===== config.mk =====
export PLATFORM = sky130hd
export DESIGN_NAME = serial_rtc_command_parser
export DESIGN_NICKNAME = d
export VERILOG_FILES = /design/src/sv/rtcp_pkg.sv /design/src/sv/serial_rtc_command_parser.sv /design/src/sv/rtcp_front.sv /design/src/sv/rtcp_queue.sv /design/src/sv/rtcp_back.sv
export SDC_FILE = /design/constraint.sdc
export NUM_CORES = 1
export LEC_CHECK = 0
export BUFFER_PORTS_ARGS = -buffer_cell sky130_fd_sc_hd__clkbuf_2
export CORE_MARGIN = 8
export CORE_UTILIZATION = 61
export DETAILED_ROUTE_END_ITERATION = 12
export PLACE_DENSITY = 0.8
export SYNTH_ARGS = -nofsm -noshare
export SYNTH_HDL_FRONTEND = slang
export SYNTH_SLANG_ARGS = --single-unit

===== constraint.sdc =====
create_clock -name clock -period 4.8 [get_ports clock]
set_clock_uncertainty 0.15 [all_clocks]
set_input_delay 0.96 -clock clock [delete_from_list [all_inputs] [get_ports clock]]
set_output_delay 0.96 -clock clock [all_outputs]
set_load 0.005 [all_outputs]

===== src/sv/rtcp_pkg.sv =====
// Shared types and constants for the serial RTC command parser.
// No dependencies; every other file of the block imports this package.
`default_nettype none

package rtcp_pkg;

   // Result codes.
   localparam logic [2:0] EV_READ     = 3'd0;
   localparam logic [2:0] EV_SET      = 3'd1;
   localparam logic [2:0] EV_USAGE    = 3'd2;
   localparam logic [2:0] EV_UNKNOWN  = 3'd3;
   localparam logic [2:0] EV_TOO_LONG = 3'd4;

   // Field widths.
   localparam int KIND_W = 3;
   localparam int YEAR_W = 14;
   localparam int FLD_W  = 7;
   localparam int POS_W  = 5;

   // Bits of the match flag vector.
   localparam int FLAG_GET = 0;
   localparam int FLAG_SET = 1;
   localparam int FLAG_PAY = 2;

   // Match position codes.
   localparam logic [POS_W-1:0] POS_SPACES  = 5'd7;
   localparam logic [POS_W-1:0] POS_PAYLOAD = 5'd8;
   localparam logic [POS_W-1:0] POS_END     = 5'd27;
   localparam logic [POS_W-1:0] POS_OVER    = 5'd28;

   // Characters.
   localparam logic [7:0] CH_CR    = 8'h0d;
   localparam logic [7:0] CH_LF    = 8'h0a;
   localparam logic [7:0] CH_NUL   = 8'h00;
   localparam logic [7:0] CH_SPACE = 8'h20;
   localparam logic [7:0] CH_DASH  = 8'h2d;
   localparam logic [7:0] CH_COLON = 8'h3a;
   localparam logic [7:0] CH_T     = 8'h54;
   localparam logic [7:0] CH_ZERO  = 8'h30;
   localparam logic [7:0] CH_NINE  = 8'h39;

   // Command words; index 0 holds the first character.
   localparam logic [6:0][7:0] WORD_GET = {8'h74, 8'h65, 8'h67, 8'h20, 8'h63, 8'h74, 8'h72};
   localparam logic [6:0][7:0] WORD_SET = {8'h74, 8'h65, 8'h73, 8'h20, 8'h63, 8'h74, 8'h72};

   // Queue between the classifier and the parser.
   localparam int QUEUE_DEPTH = 4;
   localparam int QPTR_W      = 2;
   localparam int QCNT_W      = 3;

   // One classified byte.
   typedef struct packed {
      logic [7:0] ch;
      logic       is_term;
      logic       is_zero;
      logic       is_space;
      logic       is_dash;
      logic       is_colon;
      logic       is_t;
      logic       is_digit;
      logic [3:0] digit;
   } item_type;

endpackage

`default_nettype wire


===== src/sv/serial_rtc_command_parser.sv =====
// Serial RTC command parser. One received byte is accepted per clock cycle for
// as long as the result side keeps up. Each byte is classified on entry and
// placed in a four-entry queue; the parser takes one byte from the queue per
// cycle, unless a terminator waits for the output register, and updates its
// line state, so one byte per cycle is the sustained rate. A CR or LF ending a
// non-empty line yields one result transaction. With the queue empty and the
// output register free, the terminator passes through the queue register and
// then loads the output register, which drives rsp_valid. While a result waits
// in the output register, the queue keeps absorbing bytes until it is full; a
// terminator ending a non-empty line waits in the queue until the output
// register is free. Depends on rtcp_pkg, rtcp_front, rtcp_queue and rtcp_back.
`default_nettype none

module serial_rtc_command_parser #(
   parameter int LINE_BUFFER_SIZE = 96
) (
   input  wire logic                            clock,
   input  wire logic                            reset,
   input  wire logic                            req_valid,
   output logic                                 req_stall,
   input  wire logic [7:0]                      req_rx_byte,
   output logic                                 rsp_valid,
   input  wire logic                            rsp_stall,
   output logic [rtcp_pkg::KIND_W-1:0]          rsp_event_kind,
   output logic [rtcp_pkg::YEAR_W-1:0]          rsp_year,
   output logic [rtcp_pkg::FLD_W-1:0]           rsp_month,
   output logic [rtcp_pkg::FLD_W-1:0]           rsp_day,
   output logic [rtcp_pkg::FLD_W-1:0]           rsp_hour,
   output logic [rtcp_pkg::FLD_W-1:0]           rsp_minute,
   output logic [rtcp_pkg::FLD_W-1:0]           rsp_second
);
   import rtcp_pkg::*;

   logic     queue_full;
   logic     push_valid;
   item_type push_item;
   logic     head_valid;
   item_type head_item;
   logic     pop;

   rtcp_front u_front (
      .req_valid   (req_valid),
      .req_stall   (req_stall),
      .req_rx_byte (req_rx_byte),
      .queue_full  (queue_full),
      .push_valid  (push_valid),
      .push_item   (push_item)
   );

   rtcp_queue u_queue (
      .clock      (clock),
      .reset      (reset),
      .push_valid (push_valid),
      .push_item  (push_item),
      .full       (queue_full),
      .head_valid (head_valid),
      .head_item  (head_item),
      .pop        (pop)
   );

   rtcp_back #(
      .LINE_BUFFER_SIZE (LINE_BUFFER_SIZE)
   ) u_back (
      .clock          (clock),
      .reset          (reset),
      .head_valid     (head_valid),
      .head_item      (head_item),
      .pop            (pop),
      .rsp_valid      (rsp_valid),
      .rsp_stall      (rsp_stall),
      .rsp_event_kind (rsp_event_kind),
      .rsp_year       (rsp_year),
      .rsp_month      (rsp_month),
      .rsp_day        (rsp_day),
      .rsp_hour       (rsp_hour),
      .rsp_minute     (rsp_minute),
      .rsp_second     (rsp_second)
   );

endmodule

`default_nettype wire


===== src/sv/rtcp_front.sv =====
// Front end: accepts received bytes and classifies each one.
// Depends on rtcp_pkg; feeds rtcp_queue.
`default_nettype none

module rtcp_front (
   input  wire logic                req_valid,
   output logic                     req_stall,
   input  wire logic [7:0]          req_rx_byte,
   input  wire logic                queue_full,
   output logic                     push_valid,
   output rtcp_pkg::item_type       push_item
);
   import rtcp_pkg::*;

   logic [7:0] sub_zero;

   assign sub_zero   = req_rx_byte - CH_ZERO;
   assign req_stall  = queue_full;
   assign push_valid = req_valid && !queue_full;

   always_comb begin
      push_item          = '0;
      push_item.ch       = req_rx_byte;
      push_item.is_term  = (req_rx_byte == CH_CR) || (req_rx_byte == CH_LF);
      push_item.is_zero  = (req_rx_byte == CH_NUL);
      push_item.is_space = (req_rx_byte == CH_SPACE);
      push_item.is_dash  = (req_rx_byte == CH_DASH);
      push_item.is_colon = (req_rx_byte == CH_COLON);
      push_item.is_t     = (req_rx_byte == CH_T);
      push_item.is_digit = (req_rx_byte >= CH_ZERO) && (req_rx_byte <= CH_NINE);
      push_item.digit    = push_item.is_digit ? sub_zero[3:0] : 4'd0;
   end

endmodule

`default_nettype wire


===== src/sv/rtcp_queue.sv =====
// Short queue of classified bytes between the front end and the parser.
// Depends on rtcp_pkg for the item type and the queue depth.
`default_nettype none

module rtcp_queue (
   input  wire logic                clock,
   input  wire logic                reset,
   input  wire logic                push_valid,
   input  wire rtcp_pkg::item_type  push_item,
   output logic                     full,
   output logic                     head_valid,
   output rtcp_pkg::item_type       head_item,
   input  wire logic                pop
);
   import rtcp_pkg::*;

   item_type            entry_ff [QUEUE_DEPTH];
   logic [QPTR_W-1:0]   wr_ptr_ff, wr_ptr_in;
   logic [QPTR_W-1:0]   rd_ptr_ff, rd_ptr_in;
   logic [QCNT_W-1:0]   count_ff, count_in;
   logic                do_pop;

   assign full       = (count_ff == QCNT_W'(QUEUE_DEPTH));
   assign head_valid = (count_ff != '0);
   assign head_item  = entry_ff[rd_ptr_ff];
   assign do_pop     = pop && head_valid;

   always_comb begin
      wr_ptr_in = push_valid ? wr_ptr_ff + 1'b1 : wr_ptr_ff;
      rd_ptr_in = do_pop ? rd_ptr_ff + 1'b1 : rd_ptr_ff;
      count_in  = count_ff + QCNT_W'(push_valid) - QCNT_W'(do_pop);
   end

   always_ff @(posedge clock) begin
      if (reset) begin
         wr_ptr_ff <= '0;
         rd_ptr_ff <= '0;
         count_ff  <= '0;
      end else begin
         wr_ptr_ff <= wr_ptr_in;
         rd_ptr_ff <= rd_ptr_in;
         count_ff  <= count_in;
      end
   end

   always_ff @(posedge clock) begin
      if (push_valid) begin
         entry_ff[wr_ptr_ff] <= push_item;
      end
   end

endmodule

`default_nettype wire


===== src/sv/rtcp_back.sv =====
// Back end: line state, prefix matcher, timestamp digit accumulators and the
// result register. Depends on rtcp_pkg; consumes items from rtcp_queue.
`default_nettype none

module rtcp_back #(
   parameter int LINE_BUFFER_SIZE = 96
) (
   input  wire logic                            clock,
   input  wire logic                            reset,
   input  wire logic                            head_valid,
   input  wire rtcp_pkg::item_type              head_item,
   output logic                                 pop,
   output logic                                 rsp_valid,
   input  wire logic                            rsp_stall,
   output logic [rtcp_pkg::KIND_W-1:0]          rsp_event_kind,
   output logic [rtcp_pkg::YEAR_W-1:0]          rsp_year,
   output logic [rtcp_pkg::FLD_W-1:0]           rsp_month,
   output logic [rtcp_pkg::FLD_W-1:0]           rsp_day,
   output logic [rtcp_pkg::FLD_W-1:0]           rsp_hour,
   output logic [rtcp_pkg::FLD_W-1:0]           rsp_minute,
   output logic [rtcp_pkg::FLD_W-1:0]           rsp_second
);
   import rtcp_pkg::*;

   localparam int LC_W = $clog2(LINE_BUFFER_SIZE);
   localparam logic [LC_W-1:0] LINE_LIMIT = LC_W'(LINE_BUFFER_SIZE - 1);

   logic [LC_W-1:0]   count_ff, count_in;
   logic              ovf_ff, ovf_in;
   logic              ended_ff, ended_in;
   logic              lead_ff, lead_in;
   logic [POS_W-1:0]  pos_ff, pos_in;
   logic [2:0]        flags_ff, flags_in;
   logic [YEAR_W-1:0] year_ff, year_in;
   logic [FLD_W-1:0]  month_ff, month_in;
   logic [FLD_W-1:0]  day_ff, day_in;
   logic [FLD_W-1:0]  hour_ff, hour_in;
   logic [FLD_W-1:0]  minute_ff, minute_in;
   logic [FLD_W-1:0]  second_ff, second_in;

   logic              out_valid_ff, out_valid_in;
   logic [KIND_W-1:0] out_kind_ff, out_kind_in;
   logic [YEAR_W-1:0] out_year_ff, out_year_in;
   logic [FLD_W-1:0]  out_month_ff, out_month_in;
   logic [FLD_W-1:0]  out_day_ff, out_day_in;
   logic [FLD_W-1:0]  out_hour_ff, out_hour_in;
   logic [FLD_W-1:0]  out_minute_ff, out_minute_in;
   logic [FLD_W-1:0]  out_second_ff, out_second_in;

   logic              out_free;
   logic              has_result;
   logic              load;
   logic              text_end;
   logic [POS_W-1:0]  pos_eff;
   logic [POS_W-1:0]  q;
   logic [KIND_W-1:0] kind;
   logic [3:0]        d;

   assign out_free   = !out_valid_ff || !rsp_stall;
   assign has_result = ovf_ff || (count_ff != '0);
   assign text_end   = ended_ff || head_item.is_zero;
   assign pos_eff    = (pos_ff == POS_SPACES) ? POS_PAYLOAD : pos_ff;
   assign q          = pos_eff - POS_PAYLOAD;
   assign d          = head_item.digit;

   // Classification of the finished line, from the state before the terminator.
   always_comb begin
      if (ovf_ff) begin
         kind = EV_TOO_LONG;
      end else if (pos_ff == POS_SPACES && flags_ff[FLAG_GET]) begin
         kind = EV_READ;
      end else if (pos_ff >= POS_SPACES && flags_ff[FLAG_SET]) begin
         kind = (flags_ff[FLAG_PAY] && pos_ff == POS_END) ? EV_SET : EV_USAGE;
      end else begin
         kind = EV_UNKNOWN;
      end
   end

   always_comb begin
      count_in  = count_ff;
      ovf_in    = ovf_ff;
      ended_in  = ended_ff;
      lead_in   = lead_ff;
      pos_in    = pos_ff;
      flags_in  = flags_ff;
      year_in   = year_ff;
      month_in  = month_ff;
      day_in    = day_ff;
      hour_in   = hour_ff;
      minute_in = minute_ff;
      second_in = second_ff;
      pop       = 1'b0;
      load      = 1'b0;

      if (head_valid) begin
         if (head_item.is_term) begin
            // A terminator that gives a result waits for room in the output register.
            if (!has_result || out_free) begin
               pop       = 1'b1;
               load      = has_result;
               count_in  = '0;
               ovf_in    = 1'b0;
               ended_in  = 1'b0;
               lead_in   = 1'b1;
               pos_in    = '0;
               flags_in  = 3'b111;
               year_in   = '0;
               month_in  = '0;
               day_in    = '0;
               hour_in   = '0;
               minute_in = '0;
               second_in = '0;
            end
         end else begin
            pop = 1'b1;
            if (count_ff < LINE_LIMIT) begin
               count_in = count_ff + 1'b1;
               ended_in = text_end;
               if (!text_end && !(lead_ff && head_item.is_space)) begin
                  lead_in = 1'b0;
                  if (pos_ff < POS_SPACES) begin
                     if (head_item.ch != WORD_GET[pos_ff[2:0]]) flags_in[FLAG_GET] = 1'b0;
                     if (head_item.ch != WORD_SET[pos_ff[2:0]]) flags_in[FLAG_SET] = 1'b0;
                     pos_in = pos_ff + 1'b1;
                  end else begin
                     flags_in[FLAG_GET] = 1'b0;
                     // Spaces between the prefix and the timestamp are skipped.
                     if (flags_ff[FLAG_SET] &&
                         !(pos_ff == POS_SPACES && head_item.is_space)) begin
                        if (pos_eff >= POS_END) begin
                           flags_in[FLAG_PAY] = 1'b0;
                           pos_in = POS_OVER;
                        end else begin
                           pos_in = pos_eff + 1'b1;
                           if (q == 5'd4 || q == 5'd7) begin
                              if (!head_item.is_dash) flags_in[FLAG_PAY] = 1'b0;
                           end else if (q == 5'd10) begin
                              if (!head_item.is_space && !head_item.is_t) begin
                                 flags_in[FLAG_PAY] = 1'b0;
                              end
                           end else if (q == 5'd13 || q == 5'd16) begin
                              if (!head_item.is_colon) flags_in[FLAG_PAY] = 1'b0;
                           end else if (!head_item.is_digit) begin
                              flags_in[FLAG_PAY] = 1'b0;
                           end else if (q < 5'd4) begin
                              year_in = YEAR_W'({year_ff, 3'b000} + {year_ff, 1'b0} + d);
                           end else if (q < 5'd7) begin
                              month_in = FLD_W'({month_ff, 3'b000} + {month_ff, 1'b0} + d);
                           end else if (q < 5'd10) begin
                              day_in = FLD_W'({day_ff, 3'b000} + {day_ff, 1'b0} + d);
                           end else if (q < 5'd13) begin
                              hour_in = FLD_W'({hour_ff, 3'b000} + {hour_ff, 1'b0} + d);
                           end else if (q < 5'd16) begin
                              minute_in = FLD_W'({minute_ff, 3'b000} + {minute_ff, 1'b0} + d);
                           end else begin
                              second_in = FLD_W'({second_ff, 3'b000} + {second_ff, 1'b0} + d);
                           end
                        end
                     end
                  end
               end
            end else begin
               ovf_in = 1'b1;
            end
         end
      end
   end

   always_comb begin
      out_valid_in  = out_valid_ff && rsp_stall;
      out_kind_in   = out_kind_ff;
      out_year_in   = out_year_ff;
      out_month_in  = out_month_ff;
      out_day_in    = out_day_ff;
      out_hour_in   = out_hour_ff;
      out_minute_in = out_minute_ff;
      out_second_in = out_second_ff;
      if (load) begin
         out_valid_in  = 1'b1;
         out_kind_in   = kind;
         out_year_in   = (kind == EV_SET) ? year_ff   : '0;
         out_month_in  = (kind == EV_SET) ? month_ff  : '0;
         out_day_in    = (kind == EV_SET) ? day_ff    : '0;
         out_hour_in   = (kind == EV_SET) ? hour_ff   : '0;
         out_minute_in = (kind == EV_SET) ? minute_ff : '0;
         out_second_in = (kind == EV_SET) ? second_ff : '0;
      end
   end

   always_ff @(posedge clock) begin
      if (reset) begin
         count_ff     <= '0;
         ovf_ff       <= 1'b0;
         ended_ff     <= 1'b0;
         lead_ff      <= 1'b1;
         pos_ff       <= '0;
         flags_ff     <= 3'b111;
         year_ff      <= '0;
         month_ff     <= '0;
         day_ff       <= '0;
         hour_ff      <= '0;
         minute_ff    <= '0;
         second_ff    <= '0;
         out_valid_ff <= 1'b0;
      end else begin
         count_ff     <= count_in;
         ovf_ff       <= ovf_in;
         ended_ff     <= ended_in;
         lead_ff      <= lead_in;
         pos_ff       <= pos_in;
         flags_ff     <= flags_in;
         year_ff      <= year_in;
         month_ff     <= month_in;
         day_ff       <= day_in;
         hour_ff      <= hour_in;
         minute_ff    <= minute_in;
         second_ff    <= second_in;
         out_valid_ff <= out_valid_in;
      end
   end

   always_ff @(posedge clock) begin
      out_kind_ff   <= out_kind_in;
      out_year_ff   <= out_year_in;
      out_month_ff  <= out_month_in;
      out_day_ff    <= out_day_in;
      out_hour_ff   <= out_hour_in;
      out_minute_ff <= out_minute_in;
      out_second_ff <= out_second_in;
   end

   assign rsp_valid      = out_valid_ff;
   assign rsp_event_kind = out_kind_ff;
   assign rsp_year       = out_year_ff;
   assign rsp_month      = out_month_ff;
   assign rsp_day        = out_day_ff;
   assign rsp_hour       = out_hour_ff;
   assign rsp_minute     = out_minute_ff;
   assign rsp_second     = out_second_ff;

endmodule

`default_nettype wire


=== Yosys cells after proc, flatten, opt, wreduce, memory -nomap -nowiden ===
Memory sizes are Yosys's and may differ from the RTL's. A register that Yosys moved wholly into a read port is not among the register bits.
Cells that the tools add are included.

* Output and inout port bits: 54
* Bits in latches: 0
* Memories kept: 3
* Bits in registers: 127
* RAM bits: 76
* Word-level logic and storage cells: 292
* Bits of input ports: 12
* ROM bits: 128

* Equal/unequal tests: 34
* Divide/modulo/power cells: 0
* Add/subtract/negate cells: 21
* $mul: 0
* Reductions and logical operators: 56
* Mux-type cells: 141
* Shift operators: 0
* $lt $le $gt $ge: 12
* Bitwise operators: 0

{| class="wikitable"
|+ Memory list
! name !! words !! bits a word !! rd ports !! clocked after memory_dff !! write ports !! RTL line !! source
|-
| u_queue.entry_ff || 4 || 19 || 1 || 1 || 1 || rtcp_queue.sv:17 || <nowiki>item_type entry_ff [QUEUE_DEPTH];</nowiki>
|-
| (name not given) || 8 || 8 || 1 || 1 || 0 || rtcp_back.sv:122 || <nowiki>if (head_item.ch != WORD_GET[pos_ff[2:0]]) flags_in[FLAG_GET] = 1'b0;</nowiki>
|-
| (name not given) || 8 || 8 || 1 || 1 || 0 || rtcp_back.sv:123 || <nowiki>if (head_item.ch != WORD_SET[pos_ff[2:0]]) flags_in[FLAG_SET] = 1'b0;</nowiki>
|}

{| class="wikitable"
|+ Operators by type and width
! operator !! number
|-
| $mux 7 || 72
|-
| $mux 14 || 12
|-
| $mux 5 || 8
|-
| $add 7x4->7 || 5
|-
| $add 7x7->7 || 5
|-
| $mux 3 || 11
|-
| $mux 1 || 32
|-
| $reduce_and 16->1 || 2
|-
| $eq 8x6->1 const B || 3
|-
| $ne 2x2->1 const B || 11
|-
| $reduce_bool 2->1 || 11
|-
| $eq 8x4->1 const B || 2
|-
| $mux 8 || 2
|-
| $ne 8x8->1 || 2
|-
| $eq 5x3->1 const B || 3
|-
| $lt 5x3->1 const B || 3
|-
| $reduce_and 15->1 || 1
|-
| $add 14x14->14 || 1
|-
| $add 14x4->14 || 1
|-
| $reduce_and 14->1 || 1
|-
| $reduce_and 13->1 || 1
|-
| $logic_and 1x1->1 || 12
|-
| $ne 6x6->1 const B || 2
|-
| $reduce_and 12->1 || 1
|-
| other kinds (36) || 60
|}

=== Depth between registers and ports, before layout ===
* Depth after elaboration: 19
* Mapped depth: 15
* Mapped depth without buffers: 14

=== Cells and area by module ===
Synthesis repeated with hierarchy kept, for this count alone.

* Cells, all modules: 900
* Area total of the unflattened synthesis: 10,906.7 µm²

{| class="wikitable"
|+ By module, submodules not included
! module !! cells each !! area each (µm²) !! times used !! seq. area each (µm²)
|-
| rtcp_back || 720 || 7,379.6 || 1 || 3,062.9
|-
| rtcp_queue || 145 || 3,261.9 || 1 || 2,462.4
|-
| rtcp_front || 35 || 265.3 || 1 || 0.0
|}

=== Worst setup path after synthesis ===
No wires, ideal clock.

* Path type: register to register
* Start: reg (tool-made name)
* End: reg u_back.out_day_ff[0], in the netlist u_back.rsp_day[0], enable pin
* Data required time: 4.171 ns
* Setup slack: 0.396 ns
* Arrival time: 3.775 ns
* Clock period less this slack: 4.404 ns
* Library setup time: 0.479 ns
* Buffers on the path: 1
* Cell stages (with the launch flop): 7
* Cell sequence: dfxtp_1 -> mux4_2 -> inv_1 -> clkbuf_1 -> nor2_1 -> o21ai_0 -> a21oi_1

{| class="wikitable"
|+ RTL lines
! item !! RTL line !! source
|-
| end signal: assignment || rtcp_back.sv:226 || <nowiki>out_day_ff <= out_day_in;</nowiki>
|-
| end: declaration || rtcp_back.sv:45 || <nowiki>logic [FLD_W-1:0] out_day_ff, out_day_in;</nowiki>
|}

=== Worst setup path in the final report ===
* Start: reg u_back.pos_ff[1]
* End: reg u_back.hour_ff[2]

* Word-level cells in the longest chain between the ends: 7
* Elaborated cells between the ends (all ways): 30
* Those cells by class: 1 x add/sub; 6 x order compare; 14 x eq/ne; 1 x mux; 8 x reduce/logical

{| class="wikitable"
|+ Ends and longest elaborated chain
! item !! RTL line !! source
|-
| start: declaration || rtcp_back.sv:32 || <nowiki>logic [POS_W-1:0] pos_ff, pos_in;</nowiki>
|-
| start signal: assignment || rtcp_back.sv:210 || <nowiki>pos_ff <= pos_in;</nowiki>
|-
| parallel branches: the longest is 6 deep, another holds $sub 5x4->5 || - ||
|-
| $reduce_and 15->1 (no line) * || - ||
|-
| end signal: assignment || rtcp_back.sv:215 || <nowiki>hour_ff <= hour_in;</nowiki>
|-
| end: declaration || rtcp_back.sv:37 || <nowiki>logic [FLD_W-1:0] hour_ff, hour_in;</nowiki>
|}

Mark *: on every way between the ends.
A chain may end at the register's enable or synchronous reset.

==> out/qor.txt <==
Vias in the first global route = 7,140
Post-Route Setup TNS = 0 ns
Post-CTS setup buffer count = 0
Final hold vios = 0
CTS tree = yes
ANT cells = 0
Reg2reg start = u_back.pos_ff[1]
Outcome = completed
DIE AREA = 21,800 um^2
Fin area = 11,800 um^2
CP startpoint kind = register
Warnings, synthesis = 0
Crit-path max FO = 17
Count of final setup violators = 0
Drt via density = 6.03
Total number of H-tree levels = 1
Top reg by flops = u_queue.entry_ff
Worst hold path class = register to register
MaxCap Viol Count = 0
Reg2reg setup slack = 0.77 ns
Inserted Clock Buffers = 22
FF+latch area = 5530 um^2
Site Rows = 48
Initial DRC Count = 464
Share of cells above drive strength 1 = 14.2%
Remaining routing DRC violations = 0
Tightest Pin Transition = 0.995 ns
CTS max path bufs = 3
Worst hold start = u_back.lead_ff
Leak pwr = 4.92 nW
Util after Layout = 69.0%
Clock Latency Late Sink = 0.52 ns
Largest net degree at the start of global routing = 53
Syn Inst Count = 877
WL per Instance = 18.9 um
IO Port Bufs = 65
Most used DFF post-synth = edfxtp_1
Crit path time final = 4.03 ns
Die X = 148 um
Via count = 7,150
Crit. End Element = register
Post-cts sizing count = 0
Max reg flops = 76
Maximum clock frequency = 248 MHz
Area Overhead vs Synth = 11.9%
Fillers = 1,280
Power Dens Cells = 447 nW/um^2
Area after DPL = 11,100 um^2
#FFs+latches synth = 212
Wire length of the first global-routing pass = 36.7 mm
Die height = 148 um
Register area share after synthesis = 52.4%
Core area = 17,100 um^2
DRT antenna net count = 0
Number of flops mapped to enable cells by yosys = 128
Footprint of the multi-input gates = 4730 um^2
Final WL = 22.4 mm
Cell area after synthesis = 10,600 um^2
Hold buffer count at CTS = 0
CTS root buf = clkbuf_16
Synth cell types = 71
GRT Util Overall = 20.6%
Nets@finish = 1,043
Max-slew headroom = 33.7%
Clock sinks = 212
Initial DRT Pass Iterations = 5
Slew Limit Fails = 0
Crit Path Class = register to register
VDD IR max = 0.350 mV
Synth Net Count = 975
GPL Wtd Cong = 0.919
Crit path arrival time = 4.32 ns
Syn Area/Cell = 12.0 um^2
I/O pin count = 66
Crit path required time = 5.09 ns
Clock transition at path regs = 0.06 ns
Global route total overflow = 0
Initial antenna violation count = 0
Starting Density = 61.6%
Final Cycle Share = 83.9%
RSZ-0062 raised after global routing = no
Crit path launch = u_back.pos_ff[1]
Post-DP HPWL = 15.3 mm
Post-synth ARST share = 0%
## report_power, final
part | internal [mW] | switching (mW) | leakage [nW]
Sequential | 2.13 | 0.116 | 1.98
Combinational | 0.523 | 0.874 | 2.60
Clock | 0.948 | 0.691 | 0.346
Total | 3.60 | 1.68 | 4.92
## cell usage after synthesis, types with 5 or more instances
| cell | count | area share, % |
|---|---|---|
| o21ai_0 | 16 | 0.76 |
| a31oi_1 | 8 | 0.47 |
| nor3_1 | 17 | 0.81 |
| nand2b_1 | 6 | 0.36 |
| o211ai_1 | 7 | 0.50 |
| buf_2 | 7 | 0.33 |
| a32o_1 | 8 | 0.76 |
| a211oi_1 | 11 | 0.78 |
| nand3_1 | 24 | 1.1 |
| nand4_1 | 13 | 0.77 |
| dfxtp_1 | 84 | 16 |
| mux4_2 | 16 | 3.4 |
| edfxtp_1 | 128 | 36 |
| xnor2_1 | 37 | 3.1 |
| ha_1 | 73 | 8.7 |
| a21oi_1 | 38 | 1.8 |
| xor2_1 | 12 | 1.0 |
| inv_1 | 41 | 1.5 |
| fa_1 | 13 | 2.5 |
| nor2_1 | 43 | 1.5 |
| and2_1 | 62 | 3.7 |
| a21o_1 | 21 | 1.5 |
| a22o_1 | 28 | 2.3 |
| nor3b_1 | 5 | 0.36 |
| nand2_1 | 41 | 1.5 |
| clkbuf_1 | 19 | 0.68 |
| mux2i_1 | 9 | 0.85 |
| nor2b_1 | 12 | 0.71 |
| and3_1 | 9 | 0.53 |
## stage by stage
step | total power, mW | worst slack, ns | hold WS, ns | std cells
floorplan | 3.28 | 0.396 | 0.273 | 877
global placement | 3.62 | 0.969 | 0.286 | 1146
detailed placement | 3.67 | 0.854 | 0.300 | 1146
CTS | 5.30 | 0.818 | 0.301 | 1186
global route | 5.54 | 0.373 | 0.329 | 1186
finish | 5.28 | 0.773 | 0.299 | 1186
## logic make-up after synthesis
kind of cell	Yosys count	share of synthesized area (%)
AND/OR/NAND/NOR	260	13.7
XOR/XNOR	49	4.07
flip-flops	212	52.4
buffers and inverters	75	2.89
AO/OA/AOI/OAI	170	11.6
multiplexers	25	4.27
adder cells (fa/ha/maj)	86	11.1
## worst max-delay path, cell delays in order (launching register included)
cell and delay [ns]:
dfxtp_1 0.65, ha_1 0.34, nor4bb_1 0.55, or2_2 0.21
ha_1 0.28, nor2b_1 0.20, a21oi_1 0.10, o211ai_1 0.39
nor4_4 0.14, a311oi_1 0.71, a22o_1 0.26
## layout make-up
| type | instances | area share (%) |
|---|---|---|
| flip-flops and latches | 212 | 46.8 |
| multi-input cells | 590 | 40.1 |
| clock buffers | 34 | 5.57 |
| repair buffers | 76 | 3.45 |
| well taps | 225 | 2.38 |
| inverters | 43 | 1.37 |
| clock inverters | 6 | 0.350 |
## cell usage in the layout, fill, tap and decap left out, types with 13 or more instances in the layout
| master | instances |
|---|---|
| edfxtp_1 | 128 |
| dfxtp_1 | 84 |
| ha_1 | 73 |
| clkbuf_2 | 65 |
| and2_1 | 62 |
| nor2_1 | 42 |
| inv_1 | 41 |
| nand2_1 | 41 |
| a21oi_1 | 37 |
| xnor2_1 | 37 |
| a22o_1 | 28 |
| nand3_1 | 24 |
| clkbuf_16 | 24 |
| a21o_1 | 21 |
| nor3_1 | 17 |
| mux4_2 | 16 |
| o21ai_0 | 16 |
| nand4_1 | 13 |
| fa_1 | 13 |
## path summary, 6_finish.rpt
check | end | cells after the start
max | u_back.hour_ff[2] | 10
min | u_back.lead_ff | 2
max reg2reg | u_back.hour_ff[2] | 10
min reg2reg | u_back.lead_ff | 2
## routing by layer
metal	global-route usage (%)	routed length, um	vias to the layer above
met1	25.1	9440	3508
li1	-	-	3403
met3	3.49	1320	41
met4	6.99	607	0
met5	0	0	-
met2	36.4	11000	198
Power figures use the tool's default switching activity.
